==> src/sv/gradient_magnitude_filter_core_macros.svh <==
`ifndef GRADIENT_MAGNITUDE_FILTER_CORE_MACROS_SVH
`define GRADIENT_MAGNITUDE_FILTER_CORE_MACROS_SVH

// Same-cycle implication, disabled in reset.
`define GMF_ASSERT_IMP(label, clk, rst_n, ante, cons) \
    label: assert property (@(posedge clk) disable iff (!rst_n) (ante) |-> (cons)) \
        else $error("gmf assertion failed");

// Next-cycle implication, disabled in reset.
`define GMF_ASSERT_NEXT(label, clk, rst_n, ante, cons) \
    label: assert property (@(posedge clk) disable iff (!rst_n) (ante) |=> (cons)) \
        else $error("gmf assertion failed");

`endif

==> src/sv/gmf_pkg.sv <==
package gmf_pkg;

    localparam int MAX_SIZE       = 1024;
    localparam int ADDR_W         = $clog2(MAX_SIZE);
    localparam int CFG_W          = 11;
    localparam int PIX_W          = 16;
    localparam int COORD_W        = 10;
    localparam int IMAGE_SIZE_RST = 256;
    localparam int MIN_SIZE       = 2;

    localparam int GRAD_SCALE     = 100;
    localparam int SCALE_W        = 7;

    localparam int SQ_W           = 2 * PIX_W;
    localparam int SUM_W          = SQ_W + 1;
    localparam int ROOT_W         = (SUM_W + 1) / 2;
    localparam int VAL_W          = 2 * ROOT_W;
    localparam int REM_W          = ROOT_W + 3;

    typedef struct packed {
        logic [COORD_W-1:0] x;
        logic [COORD_W-1:0] y;
    } gmf_coord_t;

endpackage

==> src/sv/gmf_isqrt.sv <==
module gmf_isqrt
    import gmf_pkg::*;
(
    input  logic              clk,
    input  logic              rst_n,
    input  logic              in_valid,
    output logic              in_stall,
    input  logic [SUM_W-1:0]  in_value,
    input  gmf_coord_t        in_tag,
    output logic              out_valid,
    input  logic              out_stall,
    output logic [ROOT_W-1:0] out_root,
    output gmf_coord_t        out_tag
);

    logic [ROOT_W-1:0] v_reg;
    logic [ROOT_W:0]   rdy;
    logic [REM_W-1:0]  rem_reg  [ROOT_W];
    logic [ROOT_W-1:0] root_reg [ROOT_W];
    logic [VAL_W-1:0]  val_reg  [ROOT_W];
    gmf_coord_t        tag_reg  [ROOT_W];

    assign rdy[ROOT_W] = !out_stall;
    assign in_stall    = !rdy[0];

    // one result bit per stage
    for (genvar i = 0; i < ROOT_W; i++)
    begin : g_stage
        logic              prev_v;
        logic [REM_W-1:0]  rem_i;
        logic [ROOT_W-1:0] root_i;
        logic [VAL_W-1:0]  val_i;
        gmf_coord_t        tag_i;
        logic [REM_W-1:0]  rem_sh;
        logic [REM_W-1:0]  trial;
        logic              ge;

        if (i == 0)
        begin : g_first
            assign prev_v = in_valid;
            assign rem_i  = '0;
            assign root_i = '0;
            assign val_i  = {{(VAL_W-SUM_W){1'b0}}, in_value};
            assign tag_i  = in_tag;
        end
        else
        begin : g_rest
            assign prev_v = v_reg[i-1];
            assign rem_i  = rem_reg[i-1];
            assign root_i = root_reg[i-1];
            assign val_i  = val_reg[i-1];
            assign tag_i  = tag_reg[i-1];
        end

        assign rdy[i]  = !v_reg[i] || rdy[i+1];
        assign rem_sh  = {rem_i[REM_W-3:0], val_i[VAL_W-1:VAL_W-2]};
        assign trial   = {1'b0, root_i, 2'b01};
        assign ge      = (rem_sh >= trial);

        always_ff @(posedge clk or negedge rst_n)
        begin
            if (!rst_n)
            begin
                v_reg[i] <= 1'b0;
            end
            else if (rdy[i])
            begin
                v_reg[i] <= prev_v;
            end
        end

        always_ff @(posedge clk)
        begin
            if (rdy[i] && prev_v)
            begin
                rem_reg[i]  <= ge ? (rem_sh - trial) : rem_sh;
                root_reg[i] <= {root_i[ROOT_W-2:0], ge};
                val_reg[i]  <= {val_i[VAL_W-3:0], 2'b00};
                tag_reg[i]  <= tag_i;
            end
        end
    end

    assign out_valid = v_reg[ROOT_W-1];
    assign out_root  = root_reg[ROOT_W-1];
    assign out_tag   = tag_reg[ROOT_W-1];

endmodule

==> config.mk <==
export PLATFORM = sky130hd
export DESIGN_NAME = gmf_isqrt
export DESIGN_NICKNAME = d
export VERILOG_FILES = /design/src/sv/gradient_magnitude_filter_core_macros.svh /design/src/sv/gmf_pkg.sv /design/src/sv/gmf_isqrt.sv
export SDC_FILE = /design/constraint.sdc
export NUM_CORES = 1
export LEC_CHECK = 0
export ABC_AREA = 1
export BUFFER_PORTS_ARGS = -buffer_cell sky130_fd_sc_hd__buf_2
export CAP_MARGIN = 20
export CORE_MARGIN = 8
export CORE_UTILIZATION = 55
export DETAILED_ROUTE_END_ITERATION = 12
export MAX_ROUTING_LAYER = met4
export PLACE_DENSITY = 0.71
export SYNTH_ARGS = -nofsm -noshare
export SYNTH_HDL_FRONTEND = slang
export SYNTH_SLANG_ARGS = --single-unit
==> constraint.sdc <==
create_clock -name clk -period 6.45 [get_ports clk]
set_input_delay 0 -clock clk [delete_from_list [all_inputs] [get_ports clk]]
set_output_delay 0 -clock clk [all_outputs]
set_load 0.01 [all_outputs]
==> flow_metrics.env, run 1 <==
export IMPL_status="complete, no violations"
export IMPL_rr_worst_depth=12
export IMPL_avgSynthCellArea_um2=13.3
export IMPL_drt_initial_drc_count=1585
export IMPL_cts_buffers=101
export IMPL_required_ns=6.45
export IMPL_power_density_nw_per_um2=404
export IMPL_synth_flop_cell="edfxtp_1"
export IMPL_rrSetupSlack_ns=3.36
export IMPL_rsz0062_at_grt="no"
export IMPL_die_h_um=298
export IMPL_port_buffers=95
export IMPL_diodes=0
export IMPL_criticalPathCategory="reg -> out"
export IMPL_period_share_pct=50.5
export IMPL_ant_nets=0
export IMPL_grt_pass1_wl_um=127000
export IMPL_p_leak_nw=19.3
export IMPL_cts_root_buf="clkbuf_16"
export IMPL_postSynthCellCount=3271
export IMPL_tns_ns=0
export IMPL_cts_tree="yes"
export IMPL_final_cell_mix="edfxtp_1 (1029), nand2_1 (513), inv_1 (404)"
export IMPL_synth_seq_cells=1046
export IMPL_period_minus_slack_ns=3.25
export IMPL_core_area_um2=78700
export IMPL_largest_register_ff_count=340
export IMPL_crit_start="out_valid"
export IMPL_worstMarginPinSlew_ns=0.930
export IMPL_hold_viol_final=0
export IMPL_synthesis_area_um2=43600
export IMPL_fin_worst_skew_ns=0.0476
export IMPL_peakVddDrop_v=0.000330
export IMPL_io_pins=96
export IMPL_cts_hold_buf=58
export IMPL_clk_latency_ns=0.68
export IMPL_routed_wl_um=79000
export IMPL_grt_util_all_layers_pct=18.2
export IMPL_wl_per_cell_um=17.0
export IMPL_clk_pin_slew_ns=0.06
export IMPL_synthesis_nets=3498
export IMPL_post_cts_resized=0
export IMPL_max_freq_ghz=0.307
export IMPL_synthArstFlopShare_pct=1.63
export IMPL_cts_sinks=1046
export IMPL_initial_core_util_pct=55.4
export IMPL_drc=0
export IMPL_synth_edf_count=1029
export IMPL_maxSlewHeadroom_pct=37.9
export IMPL_final_core_util_pct=62.5
export IMPL_crit_arrival_ns=3.25
export IMPL_dr_pass1_iters=5
export IMPL_routed_via_density=5.17
export IMPL_antenna_found_initial=0
export IMPL_dieArea_um2=88500
export IMPL_timing_rr_end="tag_reg[0][71]"
export IMPL_holdCritPathClass="in -> reg"
export IMPL_routabilityCongestion=0.896
export IMPL_mostFrequentLayoutCell="edfxtp_1"
export IMPL_fp_row_count=103
export IMPL_grt_max_degree=70
export IMPL_fillers=5846
export IMPL_cts_setup_buffers=0
export IMPL_endpoint_kind="output port"
export IMPL_yosysWarnings=0
export IMPL_synthToLayoutAreaGrowth_pct=12.8
export IMPL_dieWidth_um=298
export IMPL_dpl_hpwl_um=54400
export IMPL_drive_gt1_share_pct=9.69
export IMPL_worst_setup_path_start_kind="flip-flop"
export IMPL_crit_fanout=5
export IMPL_grt_pass1_vias=24000
export IMPL_cts_max_level=3
export IMPL_vias=24000
export IMPL_setup_viol=0
export IMPL_yosysSeqAreaShare_pct=71.9
export IMPL_max_cap_viol_count=0
export IMPL_yosys_cell_types_count=64
export IMPL_final_nets=3750
export IMPL_clockBufferDepth=3
export IMPL_maxSlewViolCount=0
export IMPL_grt_overflow=0
export IMPL_timing_rr_start="out_valid"
export IMPL_worstSetupEndpoint="in_stall"
==> layer usage <==
metal | share of wire (%) | GRT usage (%)
met1 | 44 | 23.1
met2 | 49 | 30.4
met3 | 4.3 | 2.80
met4 | 2.5 | 5.45
met5 | 0 | -
==> worst max-delay path: stages, from the launching register on <==
cell	delay, ns
dfrtp_1	0.40
nand2_1	0.09
nor2_1	0.13
nand4_1	0.16
nor2_2	0.25
nand4_2	0.27
nor2_1	0.25
nand4_2	0.15
nor2_2	0.34
nand4_2	0.18
inv_1	0.21
buf_2	0.17
==> synthesized netlist by cell type, drive strengths merged, types with 5 or more instances <==
master / count / share of area [%]
a211oi: 10 / 0.17
a21boi: 5 / 0.10
a21o: 12 / 0.21
a21oi: 159 / 1.8
a31oi: 11 / 0.16
buf: 25 / 0.40
dfrtp: 17 / 0.98
edfxtp: 1029 / 71
ha: 170 / 4.9
inv: 420 / 3.6
nand2: 520 / 4.5
nand3: 95 / 1.1
nand4: 43 / 0.66
nor2: 218 / 2.0
nor3: 39 / 0.52
nor4: 17 / 0.24
o211ai: 12 / 0.22
o21ai: 217 / 2.7
o21bai: 10 / 0.19
or2: 19 / 0.27
xnor2: 79 / 1.6
xor2: 106 / 2.1
==> report_power, final <==
group / internal, W / total (W) / switching (W)
clock network: 0.00309 / 0.00554 / 0.00245
registers: 0.00961 / 0.0103 / 0.000702
logic: 0.00136 / 0.00400 / 0.00264
total: 0.0141 / 0.0199 / 0.00579
==> final cells by class <==
type                            instances  area [µm²]  share of cell area [%]
Clock inverter                         54         482                   0.980
Tap cell                             1050        1310                    2.67
Multi-Input combinational cell       1779       10600                    21.6
Sequential cell                      1046       31300                    63.7
Inverter                              421        1580                    3.21
Clock buffer                          126        2650                    5.39
Timing Repair Buffer                  174        1220                    2.49
==> per-stage QoR <==
stage	setup slack, ns	cell area (µm²)	power [W]	hold WS (ns)	cells
2_1_floorplan	1.57	43600	0.0132	-0.296	3271
3_3_place_gp	3.50	45400	0.0143	0.0262	4409
3_5_place_dp	3.40	45400	0.0144	0.0527	4410
5_1_grt	2.88	49200	0.0209	0.0205	4650
4_1_cts	3.12	49200	0.0200	0.00445	4648
6_report	3.20	49200	0.0199	0.0483	4650
==> how the worst min path moves through the flow <==
stage	from	end	slack, ns	cells after the start
detailed placement	rst_n	g_stage[8].prev_v	0.05	1
global placement	rst_n	g_stage[8].prev_v	0.03	1
global route	in_value[9]	val_reg[0][9]	0.02	2
finish	in_tag[6]	tag_reg[0][6]	0.05	2
CTS	in_value[32]	root_reg[0][0]	0.004	2
floorplan	rst_n	g_stage[10].prev_v	-0.30	0
==> kinds of logic (layout without fill, tap and decap cells) <==
logic type / count (synthesis) / after routing / share of synthesized area (%)
xor+xnor: 185 / 185 / 3.72
compound gates: 459 / 459 / 5.99
other cells: 1 / 1 / 0.00860
simple gates: 964 / 964 / 9.51
buf+inv: 446 / 775 / 4.03
fa+ha+maj: 170 / 170 / 4.88
flops: 1046 / 1046 / 71.9
(Power assumes the default switching activity.)
==> run 2: changes to the inputs <==
==> constraint.sdc (replaced) <==
create_clock -name clk -period 3.2 [get_ports clk]
set_input_delay 0 -clock clk [delete_from_list [all_inputs] [get_ports clk]]
set_output_delay 0 -clock clk [all_outputs]
set_load 0.01 [all_outputs]
==> run 2 against run 1 <==
Effect of this change:
- critical endpoint unchanged
- first-iteration DRC count shrank 4.2%
- critical path depth increased by 1
- clock skew increased by 0.024 ns
- combinational power up 100%
- sequential cell count is the same
- largest power group unchanged
==> flow_metrics.env, run 2 (synthesis gave the netlist of run 1 again) <==
export IMPL_status="complete, no violations"
export IMPL_grt_overflow=0
export IMPL_core_area_um2=78700
export IMPL_rsz0062_at_grt="no"
export IMPL_peakVddDrop_v=0.000595
export IMPL_ant_nets=0
export IMPL_dr_wl_met2_um=39700
export IMPL_initial_core_util_pct=55.4
export IMPL_design_area_um2=49900
export IMPL_cts_root_buf="clkbuf_16"
export IMPL_dieWidth_um=298
export IMPL_routed_wl_um=78900
export IMPL_final_nets=3788
export IMPL_comb_power_share_pct=20.0
export IMPL_placed_cell_area_um2=45600
export IMPL_worst_setup_path_start_kind="flip-flop"
export IMPL_synthToLayoutAreaGrowth_pct=14.5
export IMPL_crit_arrival_ns=2.93
export IMPL_top_layer="met4"
export IMPL_cts_sinks=1046
export IMPL_fin_worst_skew_ns=0.0711
export IMPL_mostFrequentLayoutCell="edfxtp_1"
export IMPL_timing_rr_start="rem_reg[0][283]"
export IMPL_cts_max_level=3
export IMPL_grt_util_all_layers_pct=18.4
export IMPL_clockBufferDepth=3
export IMPL_worstMarginPinSlew_ns=0.995
export IMPL_clk_pin_slew_ns=0.06
export IMPL_holdCritPathClass="in -> reg"
export IMPL_maxSlewHeadroom_pct=33.7
export IMPL_switchingPower_w=0.0118
export IMPL_routabilityCongestion=0.912
export IMPL_max_freq_ghz=0.341
export IMPL_max_cap_viol_count=0
export IMPL_criticalPathCategory="reg -> out"
export IMPL_period_share_pct=91.6
export IMPL_netSwitchingFraction_pct=28.9
export IMPL_final_cells=4696
export IMPL_endpoint_kind="output port"
export IMPL_drt_initial_drc_count=1518
export IMPL_post_place_ws_ns=0.191
export IMPL_grt_max_degree=68
export IMPL_largest_register_ff_count=340
export IMPL_required_ns=3.20
export IMPL_maxSlewViolCount=0
export IMPL_fp_row_count=103
export IMPL_period_minus_slack_ns=2.93
export IMPL_drive_gt1_share_pct=10.3
export IMPL_p_int_w=0.0290
export IMPL_setup_viol=0
export IMPL_cts_buffers=101
export IMPL_antenna_found_initial=0
export IMPL_grt_pass1_vias=24700
export IMPL_clkPwrFrac_pct=29.0
export IMPL_crit_start="out_valid"
export IMPL_routed_via_density=5.16
export IMPL_seq_power_share_pct=51.0
export IMPL_crit_fanout=4
export IMPL_grt_pass1_wl_um=128000
export IMPL_drc=0
export IMPL_cts_tree="yes"
export IMPL_port_buffers=95
export IMPL_hold_viol_final=0
export IMPL_diodes=0
export IMPL_final_cell_mix="edfxtp_1 (1029), nand2_1 (513), inv_1 (404)"
export IMPL_vias=24200
export IMPL_dieArea_um2=88500
export IMPL_finalWorstSetupSlack_ns=0.269
export IMPL_dr_pass1_iters=5
export IMPL_holdCritStartpoint="in_tag[0]"
export IMPL_tns_ns=0
export IMPL_power_density_nw_per_um2=817
export IMPL_drt_met1_wl_um=34000
export IMPL_dp_cells=4421
export IMPL_wl_met3_um=3150
export IMPL_dpl_hpwl_um=54600
export IMPL_wl_per_cell_um=16.8
export IMPL_p_leak_nw=19.6
export IMPL_clk_latency_ns=0.69
export IMPL_die_h_um=298
export IMPL_io_pins=96
[run 2: worst paths after layout]
kind                                       to  slack [ns]  depth (start not counted)
max                                  in_stall        0.27                         12
min                             tag_reg[0][0]        0.04                          2
max reg2reg                   rem_reg[0][310]        0.48                         11
min reg2reg                   tag_reg[0][293]        0.41                          0
max in group asynchronous  g_stage[14].prev_v        1.19                          4
min in group asynchronous  g_stage[15].prev_v        0.45                          3
[run 2: final cells by class]
class,count,area (µm²)
clock buffers,119,2620
inverters,421,1580
well taps,1050,1310
fillers,5762,28800
multi-input cells,1779,10600
flip-flops and latches,1046,31300
repair buffers,212,1690
clock inverters,69,763
[run 2: timing repair]
action | in CTS | in global routing
setup buffers | 2 | 2
endpoints found under the setup margin | 1 | 1
hold buffers | 83 | 0
resized for setup | 1 | 1
pin swaps | 1 | 1
hold endpoints to repair | 117 | 0
[run 2: power groups by stage]
stage	clock network [W]	logic, W	registers [W]
after floorplan	0	0.00599	0.0205
after global placement	0	0.00792	0.0209
after detailed placement	0	0.00805	0.0211
after CTS	0.0121	0.00820	0.0208
after global routing	0.0126	0.00929	0.0211
final	0.0118	0.00817	0.0208
[run 2: routing by layer]
metal | vias up | GRT usage [%]
met4 | 0 | 5.44
li1 | 12100 | -
met5 | - | -
met1 | 11500 | 22.7
met2 | 506 | 31.4
met3 | 141 | 2.72
[run 2: stage by stage]
| step | total power [W] | hold WS [ns] | util [%] |
|---|---|---|---|
| after floorplan | 0.0265 | -0.296 | - |
| after global placement | 0.0289 | -0.00945 | 58.0 |
| after detailed placement | 0.0291 | 0.00511 | 58.0 |
| after CTS | 0.0411 | 0.00307 | 63.3 |
| after global routing | 0.0430 | 0.0193 | 63.4 |
| final | 0.0408 | 0.0367 | 63.4 |
[run 2: worst max-delay path, stage by stage, from the launching register on]
cell and delay [ns]:
dfrtp_1 0.40, nand2_1 0.09, nor2_1 0.13, nand4_1 0.11, buf_4 0.18, nor2_4 0.17, nand4_2 0.13, nor2_1 0.21
nand4_2 0.19, nor2_4 0.22, nand4_2 0.14, inv_1 0.18, buf_2 0.16
